===== src/hdl/ilir_pkg.sv =====
// Package: sizes, request and status codes, cell control types for the indexed list
`timescale 1ns / 1ps
package ilir_pkg;

	// store geometry and field widths
	localparam int DEPTH  = 64;
	localparam int IDX_W  = 6;
	localparam int CNT_W  = 7;
	localparam int DATA_W = 32;
	localparam int REQ_W  = 3;
	localparam int ST_W   = 2;

	// request codes
	localparam logic [REQ_W-1:0] REQ_PUSH   = 3'd0;
	localparam logic [REQ_W-1:0] REQ_POP    = 3'd1;
	localparam logic [REQ_W-1:0] REQ_INSERT = 3'd2;
	localparam logic [REQ_W-1:0] REQ_REMOVE = 3'd3;
	localparam logic [REQ_W-1:0] REQ_READ   = 3'd4;
	localparam logic [REQ_W-1:0] REQ_CLEAR  = 3'd5;

	// status codes
	localparam logic [ST_W-1:0] ST_OK    = 2'd0;
	localparam logic [ST_W-1:0] ST_RANGE = 2'd1;
	localparam logic [ST_W-1:0] ST_EMPTY = 2'd2;
	localparam logic [ST_W-1:0] ST_FULL  = 2'd3;

	// word returned by a failed request
	localparam logic [DATA_W-1:0] FAIL_WORD = '1;

	// what every cell does at the next edge
	typedef enum logic [1:0] {
		CELL_HOLD   = 2'd0,
		CELL_PUSH   = 2'd1,
		CELL_INSERT = 2'd2,
		CELL_REMOVE = 2'd3
	} cell_op_t;

	// broadcast from the controller to the row of cells
	typedef struct packed {
		cell_op_t          op;
		logic [IDX_W-1:0]  pos;
		logic [CNT_W-1:0]  cnt;
		logic [DATA_W-1:0] word;
		logic [IDX_W-1:0]  raddr;
	} cell_ctl_t;

endpackage


===== src/hdl/ilir_cell.sv =====
// One list cell: holds an entry, shifts with its neighbors, drives the read bus
`timescale 1ns / 1ps
module ilir_cell #(
	parameter int CELL_IDX = 0
) (
	input  logic                           clk,
	input  ilir_pkg::cell_ctl_t            ctl,
	input  logic [ilir_pkg::DATA_W-1:0]    left_word,
	input  logic [ilir_pkg::DATA_W-1:0]    right_word,
	output logic [ilir_pkg::DATA_W-1:0]    word,
	output logic [ilir_pkg::DATA_W-1:0]    rd_word
);
	import ilir_pkg::*;

	localparam logic [CNT_W-1:0] MY_CNT = CNT_W'(CELL_IDX);
	localparam logic [IDX_W-1:0] MY_IDX = IDX_W'(CELL_IDX);

	logic [DATA_W-1:0] word_q;
	logic [DATA_W-1:0] word_d;

	// next entry: load, take from left (insert) or right (remove), or keep
	always_comb begin
		word_d = word_q;
		case (ctl.op)
			CELL_PUSH: begin
				if (ctl.cnt == MY_CNT) word_d = ctl.word;
			end
			CELL_INSERT: begin
				if (MY_IDX == ctl.pos)     word_d = ctl.word;
				else if (MY_IDX > ctl.pos) word_d = left_word;
			end
			CELL_REMOVE: begin
				if (MY_IDX >= ctl.pos) word_d = right_word;
			end
			default: word_d = word_q;
		endcase
	end

	always_ff @(posedge clk) begin
		word_q <= word_d;
	end

	assign word    = word_q;
	// masked onto the shared read bus when addressed
	assign rd_word = (ctl.raddr == MY_IDX) ? word_q : '0;

endmodule


===== config.mk =====
export PLATFORM = sky130hd
export DESIGN_NAME = ilir_cell
export DESIGN_NICKNAME = d
export VERILOG_FILES = /design/src/hdl/ilir_pkg.sv /design/src/hdl/ilir_cell.sv
export SDC_FILE = /design/constraint.sdc
export NUM_CORES = 1
export LEC_CHECK = 0
export BUFFER_PORTS_ARGS = -buffer_cell sky130_fd_sc_hd__buf_2
export CORE_MARGIN = 2
export CORE_UTILIZATION = 43
export DETAILED_ROUTE_END_ITERATION = 8
export PLACE_DENSITY = 0.89
export SLEW_MARGIN = 20
export SYNTH_ARGS = -nofsm -noshare
export SYNTH_HDL_FRONTEND = slang
export SYNTH_SLANG_ARGS = --single-unit
export TNS_END_PERCENT = 50

===== constraint.sdc =====
create_clock -name clk -period 2.9 [get_ports clk]
set_input_delay 0.29 -clock clk [delete_from_list [all_inputs] [get_ports clk]]
set_output_delay 0.29 -clock clk [all_outputs]
set_load 0.03 [all_outputs]

After elaboration in Yosys (flattened, before gate mapping)

Cells that the tools add are included.

Order comparisons: 2
Equal/unequal tests: 6
Mux-type cells: 6
Reduce and logical (&&, ||, !) cells: 5

Operators with widths:

| kind                                                                               | count |
|---|---|
| 32-bit two-way mux                                                                 | 5 |
| 32-bit one-hot mux with 3 select lines                                             | 1 |
| 6-bit logical NOT                                                                  | 2 |
| 7-bit logical NOT                                                                  | 1 |
| 1-bit by 6-bit greater-or-equal comparator with 1-bit output, first input constant | 1 |
| 1-bit by 6-bit > comparator with 1-bit output, first input constant                | 1 |
| 2-bit equality test, second input constant                                         | 2 |
| 2-bit inequality test, second input constant                                       | 2 |
| 4-bit AND reduction                                                                | 1 |
| 3-bit inequality test, second input constant                                       | 1 |
| 3-bit nonzero test                                                                 | 1 |
| 2-bit by 1-bit equality test with 1-bit output, second input constant              | 1 |

Flip-flop bits (word level): 32
Bits of input ports: 118
Word-level logic and storage cells: 20

Logic depth before layout (Yosys ltp)

Gate-level depths: netlist (run 1).

Word-level depth: 4
Depth in mapped cells: 5
Depth with buffers taken out: 3

Worst setup path before layout (run 1)

OpenSTA, ideal clock, no wires.

Kind: in2reg
Start point: input ctl[51] (netlist bit)
End point: register word_q[0] (netlist: word[0]), enable pin
Arrival: 1691 ps
Data required time: 2511 ps
Setup slack: 819 ps
Cell stages on the path: 5
Path through: buf_2 -> clkbuf_1 -> nor4b_1 -> nand3_1 -> nand2_1

Longest elaborated chain between the ends: 3
Elaborated cells on any way between the ends: 8
Classes of those cells: eq/ne (6); reduce/logical (2)

Ends and longest elaborated chain:

| item                                                                                         | line            | source |
|---|---|---|
| from (decl)                                                                                  | ilir_cell.sv:7  | `input ilir_pkg::cell_ctl_t ctl,` |
| 2-bit equality test / 2-bit by 1-bit equality test with 1-bit output (equally long branches) | ilir_cell.sv:24 | `case (ctl.op)` |
| 3-bit inequality test (no line) (tied with other cells)                                      | -               |  |
| 4-bit AND reduction (no line) (*)                                                            | -               |  |
| to (signal assigned)                                                                         | ilir_cell.sv:40 | `word_q <= word_d;` |
| to (decl)                                                                                    | ilir_cell.sv:18 | `logic [DATA_W-1:0] word_q;` |

Mark *: on every way between the ends. The rest lies on a longest branch, timed or not.
A chain may end at the register's enable or synchronous reset.

Worst setup path in the final report (run 1)

Start point: input ctl[3] (netlist bit)
End point: output rd_word[3] (netlist bit)

Longest elaborated chain between the ends: 2

Ends and longest elaborated chain:

| item               | line            | source |
|---|---|---|
| 6-bit logical NOT  | ilir_cell.sv:45 | `assign rd_word = (ctl.raddr == MY_IDX) ? word_q : '0;` |
| 32-bit two-way mux | ilir_cell.sv:45 |  |
| to (decl)          | ilir_cell.sv:11 | `output logic [ilir_pkg::DATA_W-1:0] rd_word` |

No other way between the ends.

==> impl_metrics.toml, run 1 <==
[outcome]
status = "completed"

[routing]
first_iter_violations = 177
remaining_drc_errors = 0
drtPass1Iterations = 6
wl_per_cell_um = 15.5
vias = 2496
postRouteAntennaNets = 0
wl_um = 7320
viasPerCell = 5.30

[synth]
syn-num-nets = 348
avgSynthCellArea_um2 = 9.87
yosysTopAreaCell = "edfxtp_1"
synth_area_leaders = "edfxtp_1 (42%), a2111oi_0 (12%), a221oi_1 (12%)"
synth_warnings = 0
synth_top_area_share_pct = 42.3
synth_cell_types = 19
yosysSeqAreaShare_pct = 42.3
synth_cells = 230
syn_area_um2 = 2270
synth-seq-cells = 32

[pwr]
clock_power_share_pct = 31.0
power.leakage_nw = 1.60
p_total_mw = 1.08
p_per_area_nw_per_um2 = 328
ir_worst_vdd_mv = 0.188
pwr-share-comb_pct = 20.7
power.internal_uw = 791
swShare_pct = 26.6
p_seq_share_pct = 48.4
p_sw_uw = 286

[critical_path]
required_ps = 2610
path_class = "in -> out"
worstSetupStartpointType = "input port"
path_max_fanout = 32
cp.arrival_ps = 1700
worst_setup_path_end_kind = "output pin"

[finish]
final_nets = 518
final_cell_mix = "buf_2 (181), inv_1 (33)"
utilization_pct = 64.2
multi_input_area_um2 = 1060
largest_register_ffs = 32
final_common_cell = "buf_2"
n_fill_cell = 440
antenna-diode-count = 0
drive_gt1_share_pct = 49.9
final_cells = 471
seqCellArea_um2 = 961
area_delta_synth_final_pct = 44.4

[global_routing]
grt_usage_pct = 25.2
grt_max_degree = 37
grt_pass1_vias = 2441
grt_first_pass_wirelength_um = 11800
grt_antenna_before_repair = 0
globalRoute.totalOverflow = 0

[place]
place_ws_ps = 786
portBuffers = 181
post-dp-hpwl_um = 5430
place.gp.congestion = 0.896
dp.cells = 463

[clock_network]
clk_pin_slew_ps = 70
holdBufCountCts = 0
cts_made_buffers = 5
h-tree-depth = 2
cts_setup_buffers = 0
cts.sinks = 32
cts.path.max_buffers = 2
cts_resized = 0
cts_root_buffer = "clkbuf_8"
cts_tree = "done"

[floorplan]
dieArea_um2 = 5880
initial_core_util_pct = 44.4
coreArea_um2 = 5110
rows = 26
ioPinCount = 182
die_w_um = 76.7
die_h_um = 76.7

[sta]
worst_slew_pin_slew_ps = 1030
timing.fmax_ghz = 0.502
finalSetupViolations = 0
max_slew_margin_pct = 31.1
worst_slack_ps = 906
tns_ps = 0
finalMaxSlewViolations = 0
fin_crit_ps = 1990
fin_crit_sh_pct = 68.7
rsz0062_at_grt = "no"
hold_viol_final = 0

[run]
cap_violations = 0

[hold_path]
min_path_cells = 3
min_path_type = "in -> reg"
metrics by stage:
stage	hold WS, ps	instance area, um^2
6_report	381	3280
5_1_grt	369	3280
4_1_cts	366	3280
3_5_place_dp	670	3200
3_3_place_gp	669	3200
2_1_floorplan	560	2270
critical path: stages:
cell and delay, ps:
buf_2 100, or4_4 530, nor3_4 110, buf_4 290, and2_1 180, buf_2 190
cells by family after synthesis:
family / count (synthesis) / synth area share [%]
AND/OR/NAND/NOR: 74 / 21.4
buffers and inverters: 59 / 11.2
AO/OA/AOI/OAI: 65 / 25.0
flip-flops: 32 / 42.3
area by class of cell:
type                            count  share of cell area (%)
Clock inverter                      3                   0.420
Sequential cell                    32                    29.3
Tap cell                           70                    2.67
Timing Repair Buffer              189                    29.5
Multi-Input combinational cell    139                    32.3
Inverter                           33                    3.78
Clock buffer                        5                    2.10
power groups by stage:
stage | Combinational [mW] | Sequential, mW | Clock [mW]
floorplan | 0.106 | 0.539 | 0
global placement | 0.216 | 0.531 | 0
detailed placement | 0.221 | 0.531 | 0
CTS | 0.222 | 0.521 | 0.337
global route | 0.246 | 0.521 | 0.353
finish | 0.223 | 0.521 | 0.333
layer usage:
layer / wire length, um / vias up / global-route usage (%) / part of all wire [%]
met3: 526 / 16 / 4.71 / 7.2
met4: 169 / 0 / 9.64 / 2.3
met2: 3730 / 141 / 44.8 / 51
li1: - / 1210 / - / -
met1: 2890 / 1129 / 30.2 / 39
met5: 0 / - / 0 / 0
final timing paths:
kind / slack (ps) / start / to
worst max-delay path: 910 / ctl[3] / rd_word[3]
worst min-delay path: 380 / ctl[12] / word[6]
synthesized netlist by cell type:
| cell | n |
|---|---|
| nor3_4 | 1 |
| a221oi_1 | 32 |
| or4_4 | 1 |
| nand3_1 | 2 |
| nor2_1 | 1 |
| buf_2 | 8 |
| inv_1 | 33 |
| nor4_4 | 1 |
| a2111oi_0 | 32 |
| edfxtp_1 | 32 |
| and2_1 | 32 |
| nor3_1 | 1 |
| nor4b_1 | 1 |
| nor4_1 | 1 |
| clkbuf_1 | 15 |
| buf_6 | 3 |
| nand2_1 | 1 |
| nor2b_1 | 32 |
| a21o_1 | 1 |
Power figures use the tool's default switching activity.
==> run 2, diff against run 1 <==
- CORE_UTILIZATION: 43 -> 40
- PLACE_DENSITY: 0.89 -> 0.84
- clock period: 2.9 -> 2 ns (I/O delays scaled with it)
==> impl_metrics.toml, run 2 (synthesized netlist as in run 1, its figures left out) <==
[clock_network]
cts.path.max_buffers = 2
cts_root_buffer = "clkbuf_8"
cts_made_buffers = 5
h-tree-depth = 2
clk_pin_slew_ps = 60
cts_setup_buffers = 0
cts_resized = 0
cts.sinks = 32
holdBufCountCts = 0
cts_tree = "done"

[routing]
drtPass1Iterations = 4
first_iter_violations = 97
viasPerCell = 5.28
wl_per_cell_um = 15.0
remaining_drc_errors = 0
wl_um = 7160
postRouteAntennaNets = 0
vias = 2528

[finish]
area_delta_synth_final_pct = 47.1
antenna-diode-count = 0
utilization_pct = 60.6
final_nets = 524
final_common_cell = "buf_2"
final_cells = 479
n_fill_cell = 487
drive_gt1_share_pct = 50.6
final_area_um2 = 3340
largest_register_ffs = 32
final_cell_mix = "buf_2 (181), inv_1 (33)"

[pwr]
power.leakage_nw = 1.63
ir_worst_vdd_mv = 0.236
p_total_mw = 1.55
p_per_area_nw_per_um2 = 464

[sta]
tns_ps = 0
finalSetupViolations = 0
rsz0062_at_grt = "no"
max_slew_margin_pct = 62.3
timing.fmax_ghz = 0.581
fin_crit_sh_pct = 86.1
worst_slack_ps = 278
whs_ps = 295
worst_slew_pin_slew_ps = 551
finalMaxSlewViolations = 0
fin_crit_ps = 1720
hold_viol_final = 0

[hold_path]
min_path_cells = 3
min_path_type = "in -> reg"

[place]
place_ws_ps = 277
dp.cells = 471
place.gp.congestion = 0.879
dpl-instance-area_um2 = 3260
portBuffers = 181
post-dp-hpwl_um = 5550

[critical_path]
worstSetupStartpointType = "input port"
worst_setup_path_end_kind = "output pin"
path_class = "in -> out"
path_max_fanout = 32
cp.arrival_ps = 1520
required_ps = 1800

[floorplan]
rows = 27
die_h_um = 79.3
die_w_um = 79.3
dieArea_um2 = 6290
initial_core_util_pct = 41.2
coreArea_um2 = 5510
ioPinCount = 182

[global_routing]
grt_pass1_vias = 2409
grt_antenna_before_repair = 0
globalRoute.totalOverflow = 0
grt_usage_pct = 22.8
grt_first_pass_wirelength_um = 11200
grt_max_degree = 34

[outcome]
status = "completed"

[run]
cap_violations = 0
==> run 2: changes by cell type in the layout (fill, tap and decap cells not counted), sizes merged <==
cell  delta
buf      +6
==> run 2: critical path, stage by stage <==
cell    delay [ps]
buf_2          100
or4_4          530
nor3_4         160
buf_12         190
and2_1         140
buf_2          190
==> run 2: area by class of cell <==
type,count,area [um^2],area share (%)
inverters,33,124,3.71
multi-input cells,139,1060,31.7
clock buffers,5,68.8,2.06
flip-flops and latches,32,961,28.8
repair buffers,195,1020,30.7
well taps,72,90.1,2.70
clock inverters,3,13.8,0.412
==> run 2: metal layers <==
layer / GRT usage, % / vias to the layer above / share of wire, %
met5: 0 / - / 0
met4: 7.76 / 0 / 1.7
met3: 4.55 / 12 / 7.3
li1: - / 1224 / -
met2: 41.1 / 126 / 52
met1: 26.9 / 1166 / 39
==> run 2: path summary, 6_finish.rpt <==
kind                     endpoint    start  slack, ps
worst max-delay path  rd_word[11]   ctl[3]        280
worst min-delay path      word[6]  ctl[12]        290
==> run 2: report_power, final <==
group          total, mW  switching (mW)  internal (mW)
Clock              0.461           0.225          0.236
Sequential         0.755         0.00259          0.753
Combinational      0.332           0.166          0.166
==> run 3, diff against run 2 <==
- BUFFER_PORTS_ARGS: -buffer_cell sky130_fd_sc_hd__buf_2 -> -buffer_cell sky130_fd_sc_hd__buf_4
==> impl_metrics.toml, run 3 (synthesized netlist as in run 1, its figures left out) <==
[place]
place.gp.congestion = 0.874
post-dp-hpwl_um = 6070
portBuffers = 181
dp.cells = 470
place_ws_ps = 282
dpl-instance-area_um2 = 3700

[critical_path]
path_max_fanout = 32
worst_setup_path_end_kind = "output pin"
path_class = "in -> out"
worstSetupStartpointType = "input port"
required_ps = 1800
crit_path_start = "ctl[3]"
cp.arrival_ps = 1530
cp-endpoint = "rd_word[11]"

[clock_network]
cts_setup_buffers = 0
cts_resized = 0
cts_tree = "done"
cts_root_buffer = "clkbuf_8"
cts.path.max_buffers = 2
cts.sinks = 32
clk_pin_slew_ps = 60
cts_made_buffers = 5
holdBufCountCts = 0
h-tree-depth = 2

[sta]
worst_slack_ps = 273
hold_viol_final = 0
tns_ps = 0
timing.fmax_ghz = 0.579
worst_slew_pin_slew_ps = 562
finalSetupViolations = 0
rsz0062_at_grt = "no"
fin_crit_ps = 1730
max_slew_margin_pct = 61.6
fin_crit_sh_pct = 86.3
finalMaxSlewViolations = 0
whs_ps = 305

[run]
cap_violations = 0

[outcome]
status = "completed"

[routing]
vias = 2543
wl_per_cell_um = 16.2
remaining_drc_errors = 0
drtPass1Iterations = 4
wl_um = 7750
viasPerCell = 5.32
first_iter_violations = 142
postRouteAntennaNets = 0

[finish]
final_nets = 523
drive_gt1_share_pct = 50.5
final_cell_mix = "buf_4 (193), inv_1 (33)"
final_cells = 478
final_area_um2 = 3780
largest_register_ffs = 32
n_fill_cell = 441
final_common_cell = "buf_4"
antenna-diode-count = 0
utilization_pct = 68.7
area_delta_synth_final_pct = 66.7

[pwr]
ir_worst_vdd_mv = 0.282
p_per_area_nw_per_um2 = 429
power.leakage_nw = 1.75
p_total_mw = 1.62

[global_routing]
globalRoute.totalOverflow = 0
grt_first_pass_wirelength_um = 11800
grt_pass1_vias = 2486
grt_antenna_before_repair = 0
grt_max_degree = 35
grt_usage_pct = 24.2

[floorplan]
die_h_um = 79.3
dieArea_um2 = 6290
coreArea_um2 = 5510
die_w_um = 79.3
initial_core_util_pct = 41.2
ioPinCount = 182
rows = 27

[hold_path]
min_path_type = "in -> reg"
==> run 3: how the worst min path moves through the flow <==
stage | endpoint | start | cells after the start | slack (ps)
floorplan | word[13] | ctl[19] | 2 | 470
global placement | word[20] | ctl[26] | 3 | 590
detailed placement | word[15] | ctl[21] | 3 | 600
CTS | word[15] | ctl[21] | 3 | 300
global route | word[20] | ctl[26] | 3 | 300
finish | word[10] | ctl[16] | 3 | 310
==> run 3: power by group <==
part           internal, mW  total, mW  switching [mW]
clock network         0.236      0.469           0.233
logic                 0.232      0.398           0.166
registers             0.753      0.756         0.00310
==> run 3: final cells by class <==
type | count | area, um^2 | area share (%)
timing repair buffer | 194 | 1470 | 38.8
multi-input combinational | 139 | 1060 | 27.9
sequential | 32 | 961 | 25.4
inverter | 33 | 124 | 3.27
tap | 72 | 90.1 | 2.38
clock buffer | 5 | 68.8 | 1.82
clock inverter | 3 | 13.8 | 0.364
==> run 3: per-layer routing <==
layer / global-route usage (%) / share of wire [%] / vias up
met3: 4.89 / 7.5 / 17
met2: 46.1 / 54 / 135
li1: - / - / 1220
met5: 0 / 0 / -
met1: 26.6 / 37 / 1171
met4: 7.93 / 2.3 / 0
==> run 3: worst max-delay path: stages <==
cell	delay [ps]
buf_4	110
or4_4	530
nor3_4	170
buf_12	190
and2_1	160
buf_4	160
