File: config.mk
export PLATFORM = sky130hd
export DESIGN_NAME = ilir_ctrl
export DESIGN_NICKNAME = d
export VERILOG_FILES = /design/src/hdl/ilir_pkg.sv /design/src/hdl/ilir_ctrl.sv
export SDC_FILE = /design/constraint.sdc
export NUM_CORES = 1
export LEC_CHECK = 0
export ABC_AREA = 1
export BUFFER_PORTS_ARGS = -buffer_cell sky130_fd_sc_hd__buf_2
export CORE_ASPECT_RATIO = 0.9
export CORE_MARGIN = 10
export CORE_UTILIZATION = 25
export CTS_BUF_LIST = sky130_fd_sc_hd__clkbuf_8
export CTS_CLUSTER_SIZE = 40
export DETAILED_ROUTE_END_ITERATION = 8
export GPL_TIMING_DRIVEN = 0
export MAX_ROUTING_LAYER = met4
export PLACE_DENSITY = 0.53
export SETUP_SLACK_MARGIN = 0.05
export SYNTH_ARGS = -nofsm -noshare
export SYNTH_HDL_FRONTEND = slang
export SYNTH_SLANG_ARGS = --single-unit
export TNS_END_PERCENT = 20
File: constraint.sdc
create_clock -name clk -period 4 [get_ports clk]
set_input_delay 0.2 -clock clk [delete_from_list [all_inputs] [get_ports clk]]
set_output_delay 0.2 -clock clk [all_outputs]
set_load 0.02 [all_outputs]
File: src/hdl/ilir_pkg.sv
// Package: sizes, request and status codes, cell control types for the indexed list
`timescale 1ns / 1ps
package ilir_pkg;

	// store geometry and field widths
	localparam int DEPTH  = 64;
	localparam int IDX_W  = 6;
	localparam int CNT_W  = 7;
	localparam int DATA_W = 32;
	localparam int REQ_W  = 3;
	localparam int ST_W   = 2;

	// request codes
	localparam logic [REQ_W-1:0] REQ_PUSH   = 3'd0;
	localparam logic [REQ_W-1:0] REQ_POP    = 3'd1;
	localparam logic [REQ_W-1:0] REQ_INSERT = 3'd2;
	localparam logic [REQ_W-1:0] REQ_REMOVE = 3'd3;
	localparam logic [REQ_W-1:0] REQ_READ   = 3'd4;
	localparam logic [REQ_W-1:0] REQ_CLEAR  = 3'd5;

	// status codes
	localparam logic [ST_W-1:0] ST_OK    = 2'd0;
	localparam logic [ST_W-1:0] ST_RANGE = 2'd1;
	localparam logic [ST_W-1:0] ST_EMPTY = 2'd2;
	localparam logic [ST_W-1:0] ST_FULL  = 2'd3;

	// word returned by a failed request
	localparam logic [DATA_W-1:0] FAIL_WORD = '1;

	// what every cell does at the next edge
	typedef enum logic [1:0] {
		CELL_HOLD   = 2'd0,
		CELL_PUSH   = 2'd1,
		CELL_INSERT = 2'd2,
		CELL_REMOVE = 2'd3
	} cell_op_t;

	// broadcast from the controller to the row of cells
	typedef struct packed {
		cell_op_t          op;
		logic [IDX_W-1:0]  pos;
		logic [CNT_W-1:0]  cnt;
		logic [DATA_W-1:0] word;
		logic [IDX_W-1:0]  raddr;
	} cell_ctl_t;

endpackage

File: src/hdl/ilir_ctrl.sv
// List controller: decode, range and fullness checks, count, limit, result register
`timescale 1ns / 1ps
module ilir_ctrl (
	input  logic                               clk,
	input  logic                               arst_n,
	input  logic                               accept,
	input  logic [ilir_pkg::REQ_W-1:0]         req_type,
	input  logic [ilir_pkg::IDX_W-1:0]         index,
	input  logic [ilir_pkg::DATA_W-1:0]        value,
	input  logic                               cfg_we,
	input  logic [ilir_pkg::CNT_W-1:0]         cfg_wdata,
	input  logic [ilir_pkg::DATA_W-1:0]        bus_word,
	output ilir_pkg::cell_ctl_t                ctl,
	output logic                               done,
	output logic [ilir_pkg::DATA_W-1:0]        rd_value,
	output logic [ilir_pkg::ST_W-1:0]          status,
	output logic [ilir_pkg::CNT_W-1:0]         count
);
	import ilir_pkg::*;

	localparam logic [CNT_W-1:0] DEPTH_C = CNT_W'(DEPTH);
	localparam logic [CNT_W-1:0] ONE_C   = CNT_W'(1);

	logic [CNT_W-1:0]  count_q;
	logic [CNT_W-1:0]  lim_q;
	logic              done_q;
	logic [DATA_W-1:0] rd_value_q;
	logic [ST_W-1:0]   status_q;

	logic [CNT_W-1:0]  count_d;
	logic [CNT_W-1:0]  count_dec;
	logic [CNT_W-1:0]  idx_ext;
	logic [CNT_W-1:0]  lim_d;
	logic [DATA_W-1:0] rd_d;
	logic [ST_W-1:0]   st_d;
	logic              full;
	logic              pos_ok;
	cell_op_t          op_d;

	assign count_dec = count_q - ONE_C;
	assign idx_ext   = {1'b0, index};
	assign full      = (count_q >= lim_q);
	assign pos_ok    = (idx_ext < count_q);

	// request decode and checks
	always_comb begin
		op_d    = CELL_HOLD;
		count_d = count_q;
		rd_d    = '0;
		st_d    = ST_OK;
		case (req_type)
			REQ_PUSH: begin
				if (full) st_d = ST_FULL;
				else begin
					op_d    = CELL_PUSH;
					count_d = count_q + ONE_C;
				end
			end
			REQ_POP: begin
				if (count_q == '0) st_d = ST_EMPTY;
				else begin
					count_d = count_dec;
					rd_d    = bus_word;
				end
			end
			REQ_INSERT: begin
				if (!pos_ok)   st_d = ST_RANGE;
				else if (full) st_d = ST_FULL;
				else begin
					op_d    = CELL_INSERT;
					count_d = count_q + ONE_C;
				end
			end
			REQ_REMOVE: begin
				if (!pos_ok) st_d = ST_RANGE;
				else begin
					op_d    = CELL_REMOVE;
					count_d = count_dec;
				end
			end
			REQ_READ: begin
				if (!pos_ok) st_d = ST_RANGE;
				else         rd_d = bus_word;
			end
			REQ_CLEAR: begin
				count_d = '0;
			end
			default: begin
				op_d = CELL_HOLD;
			end
		endcase
		if (st_d != ST_OK) rd_d = FAIL_WORD;
	end

	// broadcast to the cells; only a transfer moves them
	always_comb begin
		ctl.op    = accept ? op_d : CELL_HOLD;
		ctl.pos   = index;
		ctl.cnt   = count_q;
		ctl.word  = value;
		ctl.raddr = (req_type == REQ_POP) ? count_dec[IDX_W-1:0] : index;
	end

	// limit in effect, clamped to 1..DEPTH when written
	always_comb begin
		if (cfg_wdata == '0)          lim_d = ONE_C;
		else if (cfg_wdata > DEPTH_C) lim_d = DEPTH_C;
		else                          lim_d = cfg_wdata;
	end

	// control state
	always_ff @(posedge clk or negedge arst_n) begin
		if (!arst_n) begin
			count_q <= '0;
			lim_q   <= DEPTH_C;
			done_q  <= 1'b0;
		end else begin
			done_q <= accept;
			if (accept) count_q <= count_d;
			if (cfg_we) lim_q <= lim_d;
		end
	end

	// result payload
	always_ff @(posedge clk) begin
		if (accept) begin
			rd_value_q <= rd_d;
			status_q   <= st_d;
		end
	end

	assign done     = done_q;
	assign rd_value = rd_value_q;
	assign status   = status_q;
	assign count    = count_q;

endmodule

# ---- Word-level counts from Yosys, hierarchy flattened
# Index checks and enable logic that the tools add are counted.
dict set report totals {
  ff_bits 49
  inputBits 84
  output_inout_bits 95
  wordCells 47
}
dict set report classes {
  addsub 2
  magnitude_cmp 3
  eq_ne 8
  mux 22
  n_reduce_logical 7
}
# cell count
set ops {}
lappend ops {{$mux W32} 2}
lappend ops {{$pmux W32 S2} 1}
lappend ops {{$mux W7} 6}
lappend ops {{$pmux W7 S5} 1}
lappend ops {{$logic_not A7 Y1} 2}
lappend ops {{$mux W2} 7}
lappend ops {{$pmux W2 S4} 1}
lappend ops {{$add A7 B1 Y7 const B} 1}
lappend ops {{$ge A7 B7 Y1} 1}
lappend ops {{$gt A7 B7 Y1 const B} 1}
lappend ops {{$lt A6 B7 Y1} 1}
lappend ops {{$sub A7 B1 Y7 const B} 1}
lappend ops {{$eq A3 B2 Y1 const B} 2}
lappend ops {{$eq A3 B3 Y1 const B} 2}
lappend ops {{$mux W6} 1}
lappend ops {{$ne A2 B2 Y1 const B} 3}
lappend ops {{$pmux W2 S3} 1}
lappend ops {{$reduce_and A5 Y1} 1}
lappend ops {{$reduce_bool A5 Y1} 1}
lappend ops {{$eq A3 B1 Y1 const B} 1}
lappend ops {{$logic_not A3 Y1} 1}
lappend ops {{$mux W1} 2}
lappend ops {{$reduce_bool A2 Y1} 1}
lappend ops {{$reduce_or A2 Y1} 1}

# ---- Logic depth before layout (Yosys ltp)
# Gate-level depths: netlist (run 1).
dict set report logic_depth {
  ltp_word 5
  mapped_depth 14
  ltp_nobuf 12
}

# ---- Worst setup path before layout (run 1)
# OpenSTA, ideal clock, no wires.
dict set report synth_timing {
  path_kind {register -> register}
  start {reg count_q[0], in the netlist count[0]}
  end {reg rd_value_q[0], in the netlist rd_value[0], data pin}
  setup_ns 0.262
  arrival_ns 1.900
  t_required_ns 3.738
  slack_ns 1.838
  path_stages_with_launch 12
  n_path_buf 1
  synth_period_minus_slack_ns 2.162
  cell_sequence {dfrtp_1 -> inv_1 -> ha_1 -> nand2_1 -> nor2_1 -> nand2_1 -> nand3_1 -> nor2_1 -> nor2_1 -> nor2_2 -> buf_2 -> nand3_1}
}
dict set report synth_via {
  elab_chain_len 5
  elab_cells_between_ends 12
  cone_classes {order compare: 2; mux: 8; reduce/logical: 2}
}
# item line_no
set synth_rtl {}
lappend synth_rtl {{start, declared} ilir_ctrl.sv:24} ;# logic [CNT_W-1:0] count_q;
lappend synth_rtl {{start signal, assigned} ilir_ctrl.sv:119} ;# if (accept) count_q <= count_d;
lappend synth_rtl {{$ge A7 B7 Y1} ilir_ctrl.sv:42} ;# assign full = (count_q >= lim_q);
lappend synth_rtl {{$mux W2} {ilir_ctrl.sv:53, ilir_ctrl.sv:68}}
lappend synth_rtl {{$mux W2} ilir_ctrl.sv:67} ;# if (!pos_ok) st_d = ST_RANGE;
lappend synth_rtl {{$pmux W2 S4} ilir_ctrl.sv:51} ;# case (req_type)
lappend synth_rtl {{$reduce_bool A2 Y1} ilir_ctrl.sv:92} ;# if (st_d != ST_OK) rd_d = FAIL_WORD;
lappend synth_rtl {{end signal, assigned} ilir_ctrl.sv:127} ;# rd_value_q <= rd_d;
lappend synth_rtl {{end, declared} ilir_ctrl.sv:27} ;# logic [DATA_W-1:0] rd_value_q;
# Several ways; a longest one is shown, not always the timed one.
# A chain may end at the register's enable or synchronous reset.

# ---- Worst setup path after layout (run 1)
dict set report layout_timing {
  start {reg count_q[0], in the netlist count[0]}
  end {reg rd_value_q[4], in the netlist rd_value[4], data pin}
}
# Same word-level chain as after synthesis.

==> flow_summary.toml, run 1 <==
[worst_hold_path]
hp-class = "in -> reg"
hold-path-cell-count = 3

[logic_synthesis]
synth_top_family_by_area = "simple AND/OR/NAND/NOR gates"
synth_top_flop_cell = "edfxtp_1"
synth_xor_area_share_pct = 1.094
synth-warning-count = 0
synth_edf_count = 34
synth_most_common_cell = "nand2_1"
synth_top_area_cell = "edfxtp_1"
synth.avg_cell_area_sq_um = 8.213
synthSimpleGateAreaFrac_pct = 26.17
synth_area_leaders = "edfxtp_1 (32%), nand2_1 (13%), buf_4 (11%), dfrtp_1 (11%), nand3_1 (8.0%)"
yosys.area_share.adder_pct = 5.859
synth-compound-area-share_pct = 5.742
yosysUniqueCellTypes = 27
yosysTopAreaCellShare_pct = 31.87
synth_seq_cells = 49
syn-instance-count = 390
synthMuxAreaShare_pct = 0
synth_common_cells = "nand2_1 (111), nand3_1 (51), buf_4 (48)"
synth_area_sq_um = 3203
ys_seq_area_share_pct = 43.63
synth.net_count = 489
async_reset_ff_share_pct = 30.61

[sta]
setup_violations = 0
finClkSkew_ps = 11.24
postLayoutSetupSlackWorst_ps = 1374
max_freq_mhz = 380.8
tightest_slew_ps = 807.0
hold_violations = 0
slew_violations = 0
post-route-period-util_pct = 65.65
tns_ps = 0
fin_crit_ps = 2626
rsz0062_at_grt = "no"
max_slew_margin_pct = 46.20

[placed_design]
dp_slack_ps = 1331
port_buffers = 146
gp_congestion = 0.7959
hpwlAfterDp_mm = 8.010

[die]
die-area_sq_um = 17750
initial_utilization_pct = 25.34
core_area_sq_um = 12640
ios = 179
die_y_um = 127.4
rows = 39
die_w_um = 139.3

[clock_tree]
post-cts-setup-buffers = 0
cts_tree = "yes"
cts.sinks = 49
clock_path_buffers = 2
root_buffer = "clkbuf_8"
clk_pin_slew_ps = 100
htreeDepth = 2
insertion_delay_ps = 300
numCtsBuffers = 5

[pwr]
leakagePower_nw = 2.288
power_density_nw_per_um2 = 592.3
irDropWorstVdd_uv = 194.8

[grt]
grt_first_pass_wirelength_mm = 15.84
grt_pass1_vias = 3250
antenna_found_initial = 0
grt-ovfl-total = 0
grt.total_usage_pct = 10.88
grt_max_degree = 37

[finish]
antenna_cells = 0
drive_gt1_share_pct = 41.10
syn2layout_area_growth_pct = 33.01
layout.nets = 643
nFillCells = 1365

[outcome]
outcome = "finished, final reports clean"

[setup_path]
required_ps = 4040
crit_type = "reg -> reg"
critPathArrivalTime_ps = 2670
r2r_setup_slack_ps = 1370
end_kind = "register"
rr_worst_depth = 11
path_max_fanout = 10
start_kind = "register"

[drt]
drt-vias-per-instance = 4.300
wire_per_inst_um = 13.87
first_iter_violations = 148
first_pass_iters = 4
drc = 0
ant_nets = 0
via_count = 3049
wirelength_mm = 9.834

[run]
drv_cap = 0
-- cells in the final DEF, fill, tap and decap left out --
master and count:
a21oi_1 8, a21oi_2 1, buf_2 150, buf_4 48, buf_6 3, bufinv_16 1
clkbuf_8 5, clkinv_4 1, dfrtp_1 14, dfstp_2 1, dlygate4sd3_1 1, edfxtp_1 34
ha_1 15, inv_1 37, inv_2 3, nand2_1 111, nand2_2 4, nand3_1 51
nand4_1 3, nor2_1 19, nor2_2 4, nor3_1 4, o21a_1 2, o21ai_0 14
o21ai_1 3, o21ai_2 1, o22ai_1 1, o22ai_4 1, or2_2 1, xnor2_1 1
xor2_1 3
-- sequential cells by signal, indices dropped and copies added (netlist names) --
| name | flops |
|---|---|
| count | 7 |
| status | 2 |
| rd_value | 32 |
| lim_q | 7 |
| done | 1 |
-- layout make-up --
cell class,count,area [sq um],area share (%)
plain buffers,55,414.1,9.721
clock inverters,3,42.54,0.9985
flip-flops and latches,49,1398,32.80
inverters,39,146.4,3.436
clock buffers,5,68.82,1.615
well taps,164,205.2,4.816
repair buffers,147,740.7,17.39
multi-input cells,247,1245,29.22
-- cell families after synthesis --
logic type      Yosys count
buf+inv                  94
compound gates           31
fa+ha+maj                15
xor+xnor                  4
simple gates            197
flops                    49
-- routing by layer --
metal	track usage, %	part of all wire (%)
met5	-	0
met4	1.349	0.47
met3	3.185	7.6
met2	15.88	42
met1	14.94	50
-- repair_timing --
action / in CTS / in global routing
gates resized for setup: 0 / 0
endpoints found under the setup margin: 0 / 0
endpoints found under the hold margin: 14 / 0
hold buffers: 1 / 0
-- critical path, cell delays in order, from the launching register on --
cell     delay (ps)
dfrtp_1         550
inv_1           200
ha_1            330
nand2_1          60
nor2_1           40
nand2_1          60
nand3_1          70
nor2_1          270
nor2_1          110
nor2_2          280
buf_2           290
nand3_1         110
-- power breakdown --
| part | internal, W | total, W | switching (W) |
|---|---|---|---|
| clock network | 0.000186 | 0.000359 | 0.000173 |
| registers | 0.000747 | 0.000847 | 0.000100 |
| logic | 0.000476 | 0.00132 | 0.000841 |
| total | 0.00141 | 0.00252 | 0.00111 |
-- final timing paths --
check / start / to
worst max-delay path: count[0] / rd_value[4]
worst min-delay path: cfg_wdata[4] / lim_q[4]
worst max register to register: count[0] / rd_value[4]
worst min register to register: lim_q[6] / lim_q[6]
max in group asynchronous: arst_n / lim_q[6]
min in group asynchronous: arst_n / count[5]
-- per-stage QoR --
stage	power, W	instance area [sq um]	hold slack (ps)	utilization [%]	instances
CTS	0.002556	4260	109.0	33.71	709
finish	0.002523	4260	119.3	33.71	709
detailed placement	0.002190	4139	133.1	32.75	700
global route	0.002741	4260	125.0	33.71	709
floorplan	0.001763	3203	-95.59	-	390
global placement	0.002174	4139	122.8	32.75	700
Power figures use the tool's default switching activity.
==> run 2, diff against run 1 <==
Settings changed: ABC_AREA 1 to 0, PLACE_DENSITY 0.53 to 0.55.
Clock period 4 ns to 2.3 ns, I/O delays scaled along.
==> flow_summary.toml, run 2 <==
[sta]
max_freq_mhz = 449.5
fin_crit_ps = 2224
rsz0062_at_grt = "yes"
post-route-period-util_pct = 96.72
finClkSkew_ps = 12.49
max_slew_margin_pct = 45.00
hold_violations = 0
tightest_slew_ps = 825.0
slew_violations = 0
setup_violations = 0

[setup_path]
crit_family = "compound AO/OA/AOI/OAI gates"
cp_num_buf_inv = 2
path_common_cell = "buf_6"
path_cells = "buf_6, ha_4, o21ai_2, a221o_1, nand3_1, o21ai_1, and3_1, buf_6"
path_max_fanout = 4
r2r-start = "count[2]"
end_kind = "primary output"
crit_type = "reg -> out"
start_kind = "register"
critPathArrivalTime_ps = 2110
worst_path_largest_cell_delay_ps = 450
cp-startpoint = "count[2]"
required_ps = 2180
slowest_stage = "a221o_1"

[logic_synthesis]
synth.avg_cell_area_sq_um = 10.34
yosysUniqueCellTypes = 53
synth_top_area_cell = "edfxtp_1"
synth.net_count = 406
synth_edf_count = 34
synth_area_leaders = "edfxtp_1 (32%), buf_4 (11%), dfrtp_1 (11%), a21o_1 (8.0%), ha_1 (5.9%)"
synth_area_sq_um = 3176
synth_common_cells = "buf_4 (47), a21o_1 (34), edfxtp_1 (34)"
syn-instance-count = 307
synth-warning-count = 0
yosysTopAreaCellShare_pct = 32.15
synth_top_flop_cell = "edfxtp_1"
async_reset_ff_share_pct = 30.61
synth_most_common_cell = "buf_4"
ys_seq_area_share_pct = 44.01
synth_seq_cells = 49

[grt]
grt_pass1_vias = 3055
grt-ovfl-total = 0
grt_first_pass_wirelength_mm = 16.04
antenna_found_initial = 0
grt_max_degree = 39
grt.total_usage_pct = 11.26

[die]
rows = 38
die_y_um = 126.9
initial_utilization_pct = 25.89
die_w_um = 138.8
ios = 179
core_area_sq_um = 12270
die-area_sq_um = 17620

[clock_tree]
insertion_delay_ps = 310
root_buffer = "clkbuf_8"
clock_path_buffers = 2
cts_tree = "yes"
htreeDepth = 2
clk_pin_slew_ps = 100
cts.sinks = 49
numCtsBuffers = 5

[finish]
stdcell_area_sq_um = 4642
layout.nets = 580
largest_register_ffs = 32
drive_gt1_share_pct = 57.88
antenna_cells = 0
layout_commonest_cell = "buf_2"
layout_common_cells = "buf_2 (146), buf_4 (63), edfxtp_1 (34)"
final_util_pct = 37.84
instances_no_fill = 642
syn2layout_area_growth_pct = 46.18
nFillCells = 1256

[drt]
wirelength_mm = 10.23
wire_per_inst_um = 15.94
via_count = 2864
first_iter_violations = 110
drt-vias-per-instance = 4.461
first_pass_iters = 4
drc = 0
ant_nets = 0

[placed_design]
place_inst = 611
place_area_sq_um = 4105
gp_congestion = 0.8135
port_buffers = 144
hpwlAfterDp_mm = 7.964

[pwr]
irDropWorstVdd_uv = 605.5
power_density_nw_per_um2 = 1079
leakagePower_nw = 2.353

[worst_hold_path]
hp-start = "cfg_wdata[1]"
hp-class = "in -> reg"

[outcome]
outcome = "finished, final reports clean"

[run]
drv_cap = 0
-- run 2: worst min-delay path: cells and delay by family --
family / cells / cell delay, ps
AND/OR/NAND/NOR: 1 / 70
buffers and inverters: 1 / 90
AO/OA/AOI/OAI: 1 / 70
-- run 2: worst paths after layout --
kind / end / slack (ps) / cells after the start
max: ctl[51] / 80 / 8
max in group asynchronous: lim_q[6] / 1770 / 2
min: lim_q[1] / 60 / 3
max reg2reg: rd_value[18] / 110 / 8
min in group asynchronous: lim_q[1] / 220 / 2
min reg2reg: lim_q[6] / 530 / 2
-- run 2: cell families (layout without fill, tap and decap cells) --
kind of cell | Yosys count | after routing | share of synthesized area, %
and+or+nand+nor | 70 | 70 | 12.10
muxes | 5 | 5 | 2.088
AOI/OAI and AO/OA | 89 | 89 | 19.31
DFF | 49 | 49 | 44.01
xor gates and xnor gates | 3 | 3 | 0.8276
adders and majority gates | 15 | 15 | 5.910
buffers and inverters | 76 | 251 | 15.76
-- run 2: timing repair --
item / CTS / global route
hold buffers: 1 / 0
setup endpoints to repair: 38 / 39
pin swaps: 8 / 11
buffers inserted: 16 / 4
hold endpoints to repair: 15 / 0
gates resized for setup: 30 / 22
cloned: 0 / 2
-- run 2: stage by stage --
stage | worst slack [ps] | power (W) | setup TNS, ps | hold slack (ps)
2_1_floorplan | 56.52 | 0.003146 | 0 | -180.6
3_3_place_gp | -291.8 | 0.003851 | -8655 | 40.27
3_5_place_dp | -287.6 | 0.003884 | -8633 | 51.61
4_1_cts | 50.03 | 0.004852 | 0 | 47.43
5_1_grt | -32.57 | 0.005382 | -32.57 | 47.49
6_report | 75.54 | 0.005008 | 0 | 61.60
-- run 2: area by class of cell --
class	instances	area (sq um)	share of cell area, %
flip-flops and latches	49	1404	30.24
repair buffers	167	934.6	20.13
clock buffers	5	68.82	1.482
plain buffers	61	474.2	10.22
well taps	160	200.2	4.313
clock inverters	3	43.79	0.9434
multi-input cells	182	1453	31.29
inverters	15	63.81	1.375
-- run 2: per-layer routing --
layer	vias to the layer above	track usage, %	part of all wire [%]
met2	156	16.51	44
met4	0	1.839	0.67
met1	1295	15.24	49
met3	8	3.282	6.9
li1	1405	-	-
met5	-	-	0
-- run 2: where the power goes --
group	switching [W]	internal [W]
sequential	0.000104	0.00131
combinational	0.00162	0.00134
clock	0.000313	0.000326
total	0.00204	0.00297
==> run 3, diff against run 2 <==
Settings changed: CORE_UTILIZATION 25 to 41, CTS_BUF_LIST sky130_fd_sc_hd__clkbuf_8 to not set, PLACE_DENSITY 0.55 to not set, PLACE_DENSITY_LB_ADDON set to 0.2.
==> flow_summary.toml, run 3 (synthesized netlist as in run 2, its figures left out) <==
[sta]
postLayoutSetupSlackWorst_ps = 99.07
setup_violations = 0
rsz0062_at_grt = "yes"
post-route-period-util_pct = 95.69
tightest_slew_ps = 836.0
slew_violations = 0
fin_crit_ps = 2201
max_slew_margin_pct = 44.27
finClkSkew_ps = 11.79
max_freq_mhz = 454.4
hold_violations = 0

[run]
drv_cap = 0

[finish]
syn2layout_area_growth_pct = 41.21
layout_common_cells = "buf_2 (145), buf_4 (71), a21o_1 (34), edfxtp_1 (34), nand2_1 (18)"
antenna_cells = 0
layout.nets = 579
largest_register_ffs = 32
stdcell_area_sq_um = 4484
final_util_pct = 59.44
layout_commonest_cell = "buf_2"
drive_gt1_share_pct = 56.96

[placed_design]
dp_slack_ps = -154.0
hpwlAfterDp_mm = 7.237
port_buffers = 144
place_area_sq_um = 4025
gp_congestion = 0.8748

[setup_path]
crit_type = "reg -> out"
crit_family = "flip-flops"
start_kind = "register"
cp_num_buf_inv = 2
r2r_setup_slack_ps = 130
slowest_stage = "dfstp_2"
required_ps = 2180
path_max_fanout = 4
rr_worst_depth = 11
r2r-end = "rd_value[30]"
path_cells = "inv_2, ha_4, nand3_2, a221o_2, nand3_2, o21ai_1, and3_1, buf_6"
r2r-start = "count[2]"
worst_path_largest_cell_delay_ps = 540
end_kind = "primary output"
critPathArrivalTime_ps = 2090
path_common_cell = "nand3_2"

[clock_tree]
clk_pin_slew_ps = 90
cts_tree = "yes"
numCtsBuffers = 5
insertion_delay_ps = 300
root_buffer = "clkbuf_8"
cts.sinks = 49
htreeDepth = 2
clock_path_buffers = 2

[die]
initial_utilization_pct = 42.09
die_w_um = 112.8
die-area_sq_um = 11670
core_area_sq_um = 7545
die_y_um = 103.5
ios = 179
rows = 30

[outcome]
outcome = "finished, final reports clean"

[grt]
grt_pass1_vias = 2970
grt.total_usage_pct = 15.51
antenna_found_initial = 0
grt_first_pass_wirelength_mm = 14.52
grt_max_degree = 39
grt-ovfl-total = 0

[worst_hold_path]
hold-path-cell-count = 3
hold_end = "lim_q[1]"
hp-class = "in -> reg"
hp-start = "cfg_wdata[1]"

[pwr]
power_density_nw_per_um2 = 1073
power_w = 0.004812
irDropWorstVdd_uv = 697.8
leakagePower_nw = 2.325

[drt]
wirelength_mm = 9.497
drc = 0
wire_per_inst_um = 16.46
drt-vias-per-instance = 4.976
first_pass_iters = 5
ant_nets = 0
via_count = 2871
first_iter_violations = 154
==> run 3: cell count changes in the layout (fill, tap and decap cells not counted), moves of 3 or more <==
cell,change
a21oi_2,-5
a21oi_4,+4
buf_4,+8
buf_6,-5
o21ai_2,-3
==> run 3: metrics by stage <==
step,hold slack [ps],instances,setup TNS [ps]
global route,55.39,577,0
floorplan,-180.6,307,0
finish,67.88,577,0
global placement,39.50,547,-4763
detailed placement,38.94,547,-4198
CTS,56.03,566,0
==> run 3: timing repair <==
action / in CTS / in global routing
pin swaps: 9 / 10
hold buffers: 1 / 0
endpoints found under the setup margin: 36 / 35
buffers inserted: 10 / 11
hold endpoints to repair: 15 / 0
gates resized for setup: 26 / 20
==> run 3: cell type report <==
class | count | area, sq um
Buffer | 61 | 455.4
Clock buffer | 6 | 72.57
Clock inverter | 2 | 13.76
Fill cell | 674 | 3060
Inverter | 15 | 58.81
Multi-Input combinational cell | 182 | 1463
Sequential cell | 49 | 1404
Tap cell | 96 | 120.1
Timing Repair Buffer | 166 | 897.1
==> run 3: worst min-delay path: stages <==
cell and delay [ps]:
buf_2 90, nand3b_1 70, o21ai_0 60
==> run 3: routing by layer <==
metal  GRT usage (%)  vias up  wire, um
met2           25.75      141      4609
met5               -        -         0
li1                -     1398         -
met1           18.41     1322      3993
met3           4.729       10       795
met4           3.021        0        98
==> run 3: report_power, final <==
part           total [W]  leakage (nW)  switching [W]  internal [W]
logic            0.00287          1.75        0.00160       0.00128
clock network   0.000511        0.0456       0.000294      0.000217
registers        0.00143         0.527       0.000122       0.00131
total            0.00481          2.32        0.00201       0.00280
==> run 3: how the worst max path moves through the flow <==
stage	depth (start not counted)	slack, ps	endpoint	from
final	8	100	ctl[51]	lim_q[6]
after global routing	9	6	ctl[51]	count[0]
after CTS	8	50	ctl[51]	lim_q[6]
after detailed placement	9	-150	rd_value[30]	count[1]
after global placement	9	-160	rd_value[28]	count[1]
after floorplan	10	60	rd_value[0]	count[2]
